### src/rdt_pkg.sv
// ----------------------------------------------------------------------------
// rdt_pkg: shared types and constants for the RMS drum trigger
// Register indexes, sequencer states and fixed MIDI codes.
// ----------------------------------------------------------------------------
`default_nettype none

package rdt_pkg;

  localparam int unsigned CfgIdxW = 3;
  localparam int unsigned CfgDataW = 17;

  localparam logic [CfgIdxW-1:0] RegWindowLen  = 3'd0;
  localparam logic [CfgIdxW-1:0] RegHoldoffLen = 3'd1;
  localparam logic [CfgIdxW-1:0] RegThreshold  = 3'd2;
  localparam logic [CfgIdxW-1:0] RegCeiling    = 3'd3;
  localparam logic [CfgIdxW-1:0] RegVelMin     = 3'd4;
  localparam logic [CfgIdxW-1:0] RegVelMax     = 3'd5;
  localparam logic [CfgIdxW-1:0] RegNote       = 3'd6;

  localparam logic [7:0] StatusNoteOff = 8'h80;
  localparam logic [7:0] StatusNoteOn  = 8'h90;

  // 10*log10(2) in Q24
  localparam logic [25:0] DbScale = 26'd50504453;

  typedef enum logic [3:0] {
    StIdle,
    StSquare,
    StAccum,
    StNorm,
    StLogSq,
    StLogStep,
    StLevel,
    StDbMul,
    StVelMul,
    StVelDiv,
    StOutOff,
    StOutOn
  } state_e;

endpackage

`default_nettype wire

### src/rms_drum_trigger_core.sv
// ----------------------------------------------------------------------------
// rms_drum_trigger_core: RMS level detector firing a drum note
// Sums sample squares over a window, takes the level in dB and on a hit
// sends a note-off followed by a note-on with a scaled velocity.
// ----------------------------------------------------------------------------
//  channel  | direction | handshake            | payload
//  ---------+-----------+----------------------+------------------------------
//  sample   | in        | sample_valid/stall   | sample_i
//  result   | out       | result_valid/stall   | status_byte, note, velocity, last
//  config   | in        | cfg_we_i             | cfg_idx_i, cfg_data_i
//
//  A sample that only accumulates passes the square and accumulate states. One
//  that evaluates the window adds, at most, the normalising steps (one MSB bit per
//  cycle), the squaring loop for each of the two logarithms, the level, dB and
//  velocity product steps and the velocity divider, with all products on one
//  shared multiplier. Results then wait until taken.
//  Reset clears the window, the hold-off and the registers to their defaults.
//  A stalled result holds the block; no new sample is taken until it drains.
// ----------------------------------------------------------------------------
`default_nettype none

module rms_drum_trigger_core #(
  parameter int unsigned MAX_WINDOW  = 4096,
  parameter int unsigned SAMPLE_BITS = 24
) (
  input  wire logic                        clk_i,
  input  wire logic                        rst_ni,
  input  wire logic                        sample_valid_i,
  output      logic                        sample_stall_o,
  input  wire logic signed [SAMPLE_BITS-1:0] sample_i,
  output      logic                        result_valid_o,
  input  wire logic                        result_stall_i,
  output      logic [7:0]                  status_byte_o,
  output      logic [6:0]                  note_o,
  output      logic [6:0]                  velocity_o,
  output      logic                        last_o,
  input  wire logic                        cfg_we_i,
  input  wire logic [rdt_pkg::CfgIdxW-1:0] cfg_idx_i,
  input  wire logic [rdt_pkg::CfgDataW-1:0] cfg_data_i
);

  localparam int unsigned WinW  = $clog2(MAX_WINDOW + 1);
  localparam int unsigned SqW   = 2 * SAMPLE_BITS;
  localparam int unsigned SumW  = 64;
  localparam int unsigned OffsQ = 2 * SAMPLE_BITS - 2;

  // configuration
  logic [12:0] win_len_q;
  logic [15:0] hold_len_q;
  logic signed [16:0] thr_q, ceil_q;
  logic [6:0] vmin_q, vmax_q, note_q;

  // window state
  logic [SumW-1:0] sum_q, sum_d;
  logic [WinW-1:0] fill_q, fill_d;
  logic [15:0] hold_cnt_q, hold_cnt_d;
  logic hold_act_q, hold_act_d;

  // datapath
  rdt_pkg::state_e state_q, state_d;
  logic [SAMPLE_BITS-1:0] mag_q, mag_d;
  logic [SqW-1:0] sq_q, sq_d;
  logic [SumW-1:0] x_q, x_d;          // value being normalised
  logic [6:0] msb_q, msb_d;
  logic [32:0] m_q, m_d;              // Q31 mantissa
  logic [4:0] bit_q, bit_d;
  logic signed [31:0] r_q, r_d;       // accumulated log2 Q16
  logic pass_q, pass_d;               // 0: sum, 1: window length
  logic signed [31:0] lsum_q, lsum_d;
  logic [65:0] prod_q, prod_d;
  logic signed [17:0] db_q, db_d;
  logic [24:0] num_q, num_d;          // division dividend/quotient word
  logic [5:0] cnt_q, cnt_d;
  logic [17:0] rem_q, rem_d;
  logic [6:0] vel_q, vel_d;

  logic [WinW-1:0] eff_n, eff_new;
  logic [WinW-1:0] win_clip;
  logic in_acc, out_acc;

  function automatic logic [WinW-1:0] clip_win(input logic [12:0] w);
    logic [WinW-1:0] r;
    if (w == 13'd0) r = WinW'(1);
    else if (32'(w) > MAX_WINDOW) r = WinW'(MAX_WINDOW);
    else r = WinW'(w);
    return r;
  endfunction

  assign eff_n   = clip_win(win_len_q);
  assign eff_new = clip_win(cfg_data_i[12:0]);
  assign win_clip = eff_n;

  assign sample_stall_o = (state_q != rdt_pkg::StIdle);
  assign in_acc  = sample_valid_i && !sample_stall_o;
  assign out_acc = result_valid_o && !result_stall_i;

  // shared multiplier operands (one 33x33 unit)
  logic [32:0] mul_a, mul_b;
  logic [65:0] mul_p;
  assign mul_p = 66'(mul_a) * 66'(mul_b);

  logic signed [17:0] rlen, dbc, dnum;
  logic signed [8:0] vlen;
  assign rlen = 18'(ceil_q) - 18'(thr_q);
  assign vlen = 9'(signed'({2'b0, vmax_q})) - 9'(signed'({2'b0, vmin_q}));
  assign dbc  = (db_q > 18'(ceil_q)) ? 18'(ceil_q) : db_q;
  assign dnum = dbc - 18'(thr_q);

  logic signed [31:0] lvl;
  assign lvl = lsum_q - r_q - 32'(OffsQ * 65536);

  // next state
  always_comb begin
    state_d = state_q;
    unique case (state_q)
      rdt_pkg::StIdle:    if (in_acc) state_d = rdt_pkg::StSquare;
      rdt_pkg::StSquare:  state_d = rdt_pkg::StAccum;
      rdt_pkg::StAccum: begin
        if (!hold_act_q && fill_q >= eff_n && sum_q != '0) state_d = rdt_pkg::StNorm;
        else state_d = rdt_pkg::StIdle;
      end
      rdt_pkg::StNorm:    if (x_q[SumW-1] || msb_q == 7'd0) state_d = rdt_pkg::StLogSq;
      rdt_pkg::StLogSq:   state_d = rdt_pkg::StLogStep;
      rdt_pkg::StLogStep: begin
        if (bit_q != 5'd0) state_d = rdt_pkg::StLogSq;
        else if (!pass_q) state_d = rdt_pkg::StNorm;
        else state_d = rdt_pkg::StLevel;
      end
      rdt_pkg::StLevel:   state_d = rdt_pkg::StDbMul;
      rdt_pkg::StDbMul: begin
        if (db_d < 18'(thr_q)) state_d = rdt_pkg::StIdle;
        else if (rlen <= 0 || vlen <= 0) state_d = rdt_pkg::StOutOff;
        else state_d = rdt_pkg::StVelMul;
      end
      rdt_pkg::StVelMul:  state_d = rdt_pkg::StVelDiv;
      rdt_pkg::StVelDiv:  if (cnt_q == 6'd0) state_d = rdt_pkg::StOutOff;
      rdt_pkg::StOutOff:  if (out_acc) state_d = rdt_pkg::StOutOn;
      rdt_pkg::StOutOn:   if (out_acc) state_d = rdt_pkg::StIdle;
      default:            state_d = rdt_pkg::StIdle;
    endcase
  end

  // datapath and window update
  always_comb begin
    logic [SAMPLE_BITS-1:0] raw;
    logic [SumW:0] acc;
    logic [32:0] msq;
    logic [34:0] vq;
    logic [18:0] trial;
    sum_d = sum_q; fill_d = fill_q; hold_cnt_d = hold_cnt_q; hold_act_d = hold_act_q;
    mag_d = mag_q; sq_d = sq_q; x_d = x_q; msb_d = msb_q; m_d = m_q; bit_d = bit_q;
    r_d = r_q; pass_d = pass_q; lsum_d = lsum_q; prod_d = prod_q; db_d = db_q;
    num_d = num_q; cnt_d = cnt_q; rem_d = rem_q; vel_d = vel_q;
    mul_a = '0; mul_b = '0;
    raw = sample_i;
    acc = '0; msq = '0; vq = '0; trial = '0;
    unique case (state_q)
      rdt_pkg::StIdle: begin
        // magnitude of the sample; most negative code maps to 2^(B-1)
        mag_d = raw[SAMPLE_BITS-1] ? (~raw + 1'b1) : raw;
      end
      rdt_pkg::StSquare: begin
        mul_a = 33'(mag_q); mul_b = 33'(mag_q);
        sq_d = SqW'(mul_p);
        // hold-off handling
        if (hold_act_q && hold_cnt_q < hold_len_q) begin
          hold_cnt_d = hold_cnt_q + 16'd1;
        end else if (hold_act_q) begin
          hold_act_d = 1'b0; hold_cnt_d = '0; sum_d = '0; fill_d = '0;
        end
      end
      rdt_pkg::StAccum: begin
        if (!(hold_act_q)) begin
          if (fill_q < eff_n) begin
            acc = {1'b0, sum_q} + (SumW+1)'(sq_q);
            sum_d = acc[SumW] ? '1 : acc[SumW-1:0];
            fill_d = fill_q + 1'b1;
          end else if (sum_q == '0) begin
            fill_d = '0;
          end else begin
            x_d = sum_q; msb_d = 7'd63; pass_d = 1'b0; r_d = '0;
          end
        end
      end
      rdt_pkg::StNorm: begin
        // find MSB one bit per cycle
        if (!(x_q[SumW-1] || msb_q == 7'd0)) begin
          x_d = {x_q[SumW-2:0], 1'b0}; msb_d = msb_q - 7'd1;
        end else begin
          m_d = {1'b0, x_q[SumW-1:SumW-32]};
          r_d = signed'(32'(msb_q)) <<< 16;
          bit_d = 5'd15;
        end
      end
      rdt_pkg::StLogSq: begin
        mul_a = m_q; mul_b = m_q;
        prod_d = mul_p;
      end
      rdt_pkg::StLogStep: begin
        msq = 33'(prod_q >> 31);
        if (msq[32]) begin
          m_d = msq >> 1; r_d = r_q + (32'sd1 <<< bit_q);
        end else m_d = msq;
        bit_d = bit_q - 5'd1;
        if (bit_q == 5'd0 && !pass_q) begin
          lsum_d = msq[32] ? r_q + 32'sd1 : r_q;
          pass_d = 1'b1;
          x_d = {{(SumW-WinW){1'b0}}, win_clip};
          msb_d = 7'd63;
        end
      end
      rdt_pkg::StLevel: begin
        prod_d = 66'((lvl > 0) ? 32'sd0 : -lvl);
      end
      rdt_pkg::StDbMul: begin
        mul_a = prod_q[32:0]; mul_b = 33'(rdt_pkg::DbScale);
        db_d = -18'(signed'({1'b0, 34'((mul_p + 66'h80000000) >> 32)}));
        if (db_d < 18'(thr_q)) begin
          sum_d = '0; fill_d = '0;
        end else begin
          vel_d = '0; hold_act_d = 1'b1;
        end
      end
      rdt_pkg::StVelMul: begin
        mul_a = 33'(dnum); mul_b = 33'(vlen[7:0]);
        num_d = 25'(mul_p);
        rem_d = '0; cnt_d = 6'd25;
      end
      rdt_pkg::StVelDiv: begin
        // restoring division, one quotient bit per cycle
        if (cnt_q != 6'd0) begin
          trial = {rem_q, num_q[24]} - 19'(rlen);
          if (!trial[18]) begin
            rem_d = trial[17:0]; num_d = {num_q[23:0], 1'b1};
          end else begin
            rem_d = {rem_q[16:0], num_q[24]}; num_d = {num_q[23:0], 1'b0};
          end
          cnt_d = cnt_q - 6'd1;
        end else begin
          vq = 35'(num_q) + 35'(vmin_q);
          vel_d = vq[6:0];
        end
      end
      default: ;
    endcase
    // a change of the effective window length empties the window and ends the hold-off
    if (cfg_we_i && cfg_idx_i == rdt_pkg::RegWindowLen && eff_new != eff_n) begin
      sum_d = '0; fill_d = '0; hold_cnt_d = '0; hold_act_d = 1'b0;
    end
  end

  // outputs
  always_comb begin
    result_valid_o = (state_q == rdt_pkg::StOutOff) || (state_q == rdt_pkg::StOutOn);
    last_o         = (state_q == rdt_pkg::StOutOn);
    status_byte_o  = last_o ? rdt_pkg::StatusNoteOn : rdt_pkg::StatusNoteOff;
    note_o         = note_q;
    velocity_o     = last_o ? vel_q : 7'd0;
  end

  // configuration registers
  always_ff @(posedge clk_i or negedge rst_ni) begin
    if (!rst_ni) begin
      win_len_q <= 13'd480; hold_len_q <= 16'd4800;
      thr_q <= -17'sd5120; ceil_q <= '0;
      vmin_q <= 7'd1; vmax_q <= 7'd127; note_q <= 7'd36;
    end else if (cfg_we_i) begin
      unique case (cfg_idx_i)
        rdt_pkg::RegWindowLen:  win_len_q  <= cfg_data_i[12:0];
        rdt_pkg::RegHoldoffLen: hold_len_q <= cfg_data_i[15:0];
        rdt_pkg::RegThreshold:  thr_q      <= signed'(cfg_data_i);
        rdt_pkg::RegCeiling:    ceil_q     <= signed'(cfg_data_i);
        rdt_pkg::RegVelMin:     vmin_q     <= cfg_data_i[6:0];
        rdt_pkg::RegVelMax:     vmax_q     <= cfg_data_i[6:0];
        rdt_pkg::RegNote:       note_q     <= cfg_data_i[6:0];
        default: ;
      endcase
    end
  end

  // control state
  always_ff @(posedge clk_i or negedge rst_ni) begin
    if (!rst_ni) begin
      state_q <= rdt_pkg::StIdle;
      sum_q <= '0; fill_q <= '0; hold_cnt_q <= '0; hold_act_q <= 1'b0;
    end else begin
      state_q <= state_d;
      sum_q <= sum_d; fill_q <= fill_d; hold_cnt_q <= hold_cnt_d; hold_act_q <= hold_act_d;
    end
  end

  // payload registers
  always_ff @(posedge clk_i) begin
    mag_q <= mag_d; sq_q <= sq_d; x_q <= x_d; msb_q <= msb_d; m_q <= m_d;
    bit_q <= bit_d; r_q <= r_d; pass_q <= pass_d; lsum_q <= lsum_d;
    prod_q <= prod_d; db_q <= db_d; num_q <= num_d; cnt_q <= cnt_d;
    rem_q <= rem_d; vel_q <= vel_d;
  end

  // checks
  a_stall_busy: assert property (@(posedge clk_i) disable iff (!rst_ni)
    result_valid_o |-> sample_stall_o) else $error("result while ready");
  a_on_after_off: assert property (@(posedge clk_i) disable iff (!rst_ni)
    (state_q == rdt_pkg::StOutOff && out_acc) |=> (result_valid_o && last_o))
    else $error("note-on missing");
  a_fill_bound: assert property (@(posedge clk_i) disable iff (!rst_ni)
    fill_q <= WinW'(MAX_WINDOW)) else $error("fill overrun");

endmodule

`default_nettype wire

### config.mk
export PLATFORM = sky130hd
export DESIGN_NAME = rms_drum_trigger_core
export DESIGN_NICKNAME = d
export VERILOG_FILES = /design/src/rdt_pkg.sv /design/src/rms_drum_trigger_core.sv
export SDC_FILE = /design/constraint.sdc
export NUM_CORES = 2
export LEC_CHECK = 0
export ABC_CLOCK_PERIOD_IN_PS = 31400
export BUFFER_PORTS_ARGS = -buffer_cell sky130_fd_sc_hd__buf_4
export CAP_MARGIN = 20
export CORE_MARGIN = 2
export CORE_UTILIZATION = 55
export DETAILED_ROUTE_END_ITERATION = 10
export PLACE_DENSITY = 0.71
export SLEW_MARGIN = 20
export SYNTH_ARGS = -nofsm -noshare
export SYNTH_HDL_FRONTEND = slang
export SYNTH_SLANG_ARGS = --single-unit
### constraint.sdc
create_clock -name clk_i -period 31.4 [get_ports clk_i]
set_input_delay 1.57 -clock clk_i [delete_from_list [all_inputs] [get_ports clk_i]]
set_output_delay 1.57 -clock clk_i [all_outputs]
set_load 0.05 [all_outputs]
After elaboration in Yosys (flattened, before gate mapping)
Index checks and enable logic that the tools add are counted.
{"block": "word_totals", "reg_bits": 566, "inputBits": 49, "output_inout_bits": 25, "wordCells": 244}
{"block": "op_classes", "addsub": 19, "multipliers": 1, "magnitude_cmp": 11, "n_eq_ne": 39, "n_shift": 1, "n_mux": 88, "bitwise": 1, "n_reduce_logical": 56}
{"operator": "2-to-1 mux 64 bit", "n": 13}
{"operator": "case mux 64 bit (3 select lines)", "n": 2}
{"operator": "case mux 33 bit (4 select lines)", "n": 2}
{"operator": "2-to-1 mux 32 bit", "n": 7}
{"operator": "2-to-1 mux 13 bit", "n": 11}
{"operator": "case mux 64 bit (2 select lines)", "n": 1}
{"operator": "case mux 32 bit (3 select lines)", "n": 1}
{"operator": "2-to-1 mux 18 bit", "n": 4}
{"operator": "case mux 33 bit (2 select lines)", "n": 1}
{"operator": "adder 64 x 48 -> 65 bit", "n": 1}
{"operator": "logical NOT 64 bit", "n": 1}
{"operator": "multiplier 33 x 33 -> 64 bit", "n": 1}
{"operator": "2-to-1 mux 16 bit", "n": 4}
{"operator": "negator 32 -> 64 bit", "n": 1}
{"operator": "nonzero test 64 bit", "n": 1}
{"operator": "2-to-1 mux 7 bit", "n": 8}
{"operator": "adder 50 x 32 -> 50 bit (second input constant)", "n": 1}
{"operator": "case mux 25 bit (2 select lines)", "n": 1}
{"operator": "case mux 4 bit (12 select lines)", "n": 1}
{"operator": "case mux 13 bit (3 select lines)", "n": 1}
{"operator": "< comparator 18 x 17 -> 1 bit", "n": 2}
{"operator": "case mux 18 bit (2 select lines)", "n": 1}
{"operator": "2-to-1 mux 33 bit", "n": 1}
{"operator": "adder 32 x 2 -> 32 bit (second input constant)", "n": 1}
{"operator": "68 further kinds", "n": 148}

Longest topological paths before layout
{"block": "depth", "depth_word": 11, "ltp_mapped": 78, "ltp_nobuf": 73}

Worst setup path after synthesis
No wires, ideal clock.
{"block": "synth_path", "kind": "register to register", "from": "register ceil_q[3]", "to": "register sum_q[50]", "t_arrival_ps": 15959, "required_time_ps": 31269, "setup_slack_ps": 15309, "stages_incl_launch_ff": 67, "path_buffers": 5, "synth_period_minus_slack_ps": 16091, "path_cell_list": "dfrtp_1 > inv_1 > ha_1 > a21o_1 > a21oi_1 > o221ai_1 > a21oi_1 > o21ai_0 > a21o_1 > a21o_1 > a211oi_1 > nor2_1 > clkbuf_1 > mux2_2 > ha_1 > nor2b_1 > o21ai_0 > a21boi_0 > [31 not listed] > ha_1 > clkbuf_1 > xnor2_1 > ha_1 > or3b_2 > mux2i_1 > o311ai_1 > a211oi_1 > xnor2_1 > ha_1 > and3_1 > a221oi_1 > o21ai_0 > a2111oi_0 > o211a_1 > o221ai_1 > a22o_1 > or3_1"}
{"block": "synth_via", "elab_chain_len": 10}
{"element": "start, declared", "line_no": "rms_drum_trigger_core.sv:50", "source": "logic signed [16:0] thr_q, ceil_q;"}
{"element": "start signal, assigned", "line_no": "rms_drum_trigger_core.sv:272", "source": "rdt_pkg::RegCeiling: ceil_q <= signed'(cfg_data_i);"}
{"element": "greater-than comparator 18 x 17 -> 1 bit", "line_no": "rms_drum_trigger_core.sv:106", "source": "assign dbc = (db_q > 18'(ceil_q)) ? 18'(ceil_q) : db_q;"}
{"element": "2-to-1 mux 18 bit *", "line_no": "rms_drum_trigger_core.sv:106"}
{"element": "subtractor 18 x 17 -> 18 bit *", "line_no": "rms_drum_trigger_core.sv:107", "source": "assign dnum = dbc - 18'(thr_q);"}
{"element": "case mux 33 bit (4 select lines) *", "line_no": "rms_drum_trigger_core.sv:157", "source": "unique case (state_q)"}
{"element": "multiplier 33 x 33 -> 64 bit *", "line_no": "rms_drum_trigger_core.sv:100", "source": "assign mul_p = 66'(mul_a) * 66'(mul_b);"}
{"element": "named net mul_p[31]", "line_no": "rms_drum_trigger_core.sv:99", "source": "logic [65:0] mul_p;"}
{"element": "adder 50 x 32 -> 50 bit *", "line_no": "rms_drum_trigger_core.sv:217", "source": "db_d = -18'(signed'({1'b0, 34'((mul_p + 66'h80000000) >> 32)}));"}
{"element": "negator 18 bit *", "line_no": "rms_drum_trigger_core.sv:217"}
{"element": "< comparator 18 x 17 -> 1 bit *", "line_no": "rms_drum_trigger_core.sv:218", "source": "if (db_d < 18'(thr_q)) begin"}
{"element": "inequality test 3 bit (no line) *"}
{"element": "AND reduction 6 bit (no line) *"}
{"element": "end signal, assigned", "line_no": "rms_drum_trigger_core.sv:288", "source": "sum_q <= sum_d; fill_q <= fill_d; hold_cnt_q <= hold_cnt_d; hold_act_q <= hold_act_d;"}
{"element": "end, declared", "line_no": "rms_drum_trigger_core.sv:54", "source": "logic [SumW-1:0] sum_q, sum_d;"}
Mark *: on every way through the listed nets, which the timed path passes. The rest lies on a longest branch.
A chain may end at the register's enable or synchronous reset.

Final worst setup path
{"block": "layout_path", "from": "register ceil_q[3]", "to": "register sum_q[60]"}
The elaborated chain is that of the path after synthesis.

==> flow_summary.toml <==
[status]
status = "finished clean"

[global_routing]
grt_pass1_vias = 58610
antenna_found_initial = 15
grt_pass1_wl_mm = 365.8
grt_max_degree = 68
globalRouteTotalUtil = 0.3727
grt_overflow = 0

[synthesis]
synthTopCellsByCount = "1285 x inv_1, 970 x nand2_1, 934 x fa_1"
avgSynthCellArea_um2 = 9.145
async_flop_share = 0.3221
ys_seq_area_frac = 0.2244
synth_cells = 7750
ys_types = 113
yosys_warnings = 0
yosys.area.top_type_share = 0.2638
yosysTopAreaCell = "fa_1"
synth_area_um2 = 70870
netlist_top_cells_area = "fa_1 26%, edfxtp_1 15%, ha_1 10%"
synth-main-ff-cell = "edfxtp_1"
synth_edf_count = 365
synth.most_common_cell = "inv_1"
ys_ff_latch = 565

[worst_setup_path]
arrival_ns = 19.50
slowest_delay_ns = 0.85
cpMaxStageDelayCell = "nor2_1"
startpoint_type = "flip-flop"
crit_type = "reg -> reg"
crit_family = "compound AO/OA/AOI/OAI gates"
cpMostUsedCell = "fa_1"
cp.required_ns = 32.04
path_max_fanout = 46
worst-path-buf-inv = 8
endpoint_kind = "flip-flop"

[placed_design]
port_buffers = 66
dp_hpwl_mm = 185.3
routabilityCongestion = 1.024

[cts]
clock_sinks = 565
hold_buffers = 0
cts_tree = "yes"
ctsHtreeMaxLevel = 2
ctsResizeCount = 0
clockBufferDepth = 3
root_buffer = "clkbuf_16"
clk_latency_ns = 0.70
postCtsSetupRepairBufs = 0
clk_pin_slew_worst_paths_ns = 0.07
cts_made_buffers = 60

[timing]
max_freq_mhz = 53.01
hold_viol_final = 0
period_needed_ns = 18.86
period_share = 0.6007
slew_violations = 0
tns_ns = 0
setup_viol = 0
worst_slew_pin_slew_ns = 1.226
rsz0062_at_grt = "no"
maxSlewHeadroom = 0.1749
fin_skew_ns = 0.06357

[die]
die_x_um = 363.0
ios = 74
die_area_um2 = 131700
start_util = 0.5550
fp-row-count = 131
core_area_um2 = 127700
die_h_um = 363.0

[final_layout]
syn_to_final_growth_pct = 6.919
fillers = 11016
fin_nets = 9295
drive_gt1_frac = 0.06750

[detailed_routing]
drtIter0Drc = 6092
vias_per_cell = 6.154
ant_nets = 0
route.detailed.drc = 0
dr.pass1.iters = 6
drt_wl_total_mm = 242.5
routedWlPerCell_um = 25.66
vias = 58171

[min_path]
hp-class = "reg -> reg"

[run]
cap_violations = 0
[worst paths after layout]
check,endpoint,depth (start not counted),slack [ns],start
worst min register to register,note_o[4],2,0.50,note_o[4]
worst max register to register,sum_q[60],67,12.54,ceil_q[3]
min in group asynchronous,sum_q[12],1,0.86,rst_ni
worst max-delay path,sum_q[60],67,12.54,ceil_q[3]
worst min-delay path,note_o[4],2,0.50,note_o[4]
max in group asynchronous,ceil_q[2],3,28.36,rst_ni
[layer usage]
layer	up-vias	track usage	routed length (um)
li1	25340	-	-
met1	28649	0.4936	92240
met2	3364	0.5498	102800
met3	800	0.1204	32060
met4	18	0.1866	15170
met5	-	0.006536	218
[stage by stage]
step                utilization  cell area (um^2)  setup slack [ns]  std cells  hold slack, ns
global placement         0.5771             73690             13.18       9328          0.4688
finish                   0.5935             75770             12.54       9452          0.4952
detailed placement       0.5773             73710             12.76       9329          0.4881
global route             0.5932             75740             11.19       9440          0.5132
CTS                      0.5931             75730             12.81       9440          0.4840
floorplan                     -             70950             15.31       7771          0.4570
[flip-flops by register name (all words and copies together) (netlist names), 24 cells and up]
register  count
prod_q       64
sum_q        64
x_q          64
sq_q         48
lsum_q       32
m_q          32
r_q          32
num_q        25
mag_q        24
[final cells by class]
| class | count | area, um^2 | share of cell area |
|---|---|---|---|
| clock buffers | 82 | 1664 | 0.02196 |
| inverters | 1290 | 4845 | 0.06394 |
| multi-input cells | 5585 | 49180 | 0.6490 |
| well taps | 1662 | 2079 | 0.02744 |
| diodes | 12 | 30.03 | 0.0003963 |
| flip-flops and latches | 565 | 15910 | 0.2099 |
| repair buffers | 227 | 1710 | 0.02257 |
| clock inverters | 29 | 362.8 | 0.004789 |
[layout by cell type (no fill, tap or decap), drive strengths merged, types with 24 or more instances in the layout]
master	synthesis	routed
mux2	65	65
dfstp	24	24
nor2	737	737
ha	583	583
edfxtp	365	365
and3	58	58
nand2	970	970
dfrtp	158	158
buf	35	226
fa	934	934
o21ai	432	432
nor4	47	47
a21boi	27	27
xnor2	221	221
a211oi	35	35
xor2	103	103
nor3	91	91
a21o	147	147
mux2i	58	58
a221o	24	24
a31oi	50	50
inv	1286	1289
nand4	40	40
nand3	85	85
a21oi	223	223
o31ai	25	25
a22o	73	73
clkbuf	296	83
o21a	55	55
nand2b	51	51
and2	42	42
o21bai	29	29
nor2b	39	39
o211ai	29	29
[worst register-to-register path: cells and delay by family, from the launching register on]
family,cells,cell delay (ns)
buf+inv,8,1.10
compound gates,31,7.58
simple gates,9,2.74
xor+xnor,2,0.42
mux,2,0.25
flops,1,0.40
fa+ha+maj,15,6.35
[logic make-up (layout without fill, tap and decap cells)]
family                   after synthesis  count (layout)  share of synthesized area
AO/OA/AOI/OAI                       1330            1330                     0.1229
adder cells (fa/ha/maj)             1517            1517                     0.3668
buffers and inverters               1621            1628                    0.08706
AND/OR/NAND/NOR                     2268            2268                     0.1401
flip-flops                           565             565                     0.2244
XOR/XNOR                             324             324                    0.04015
multiplexers                         123             123                    0.01852
other                                  2              35                  0.0001060
Power is not shown: default switching activity piles up to over one toggle a cycle in this logic, so the estimate is an artifact.
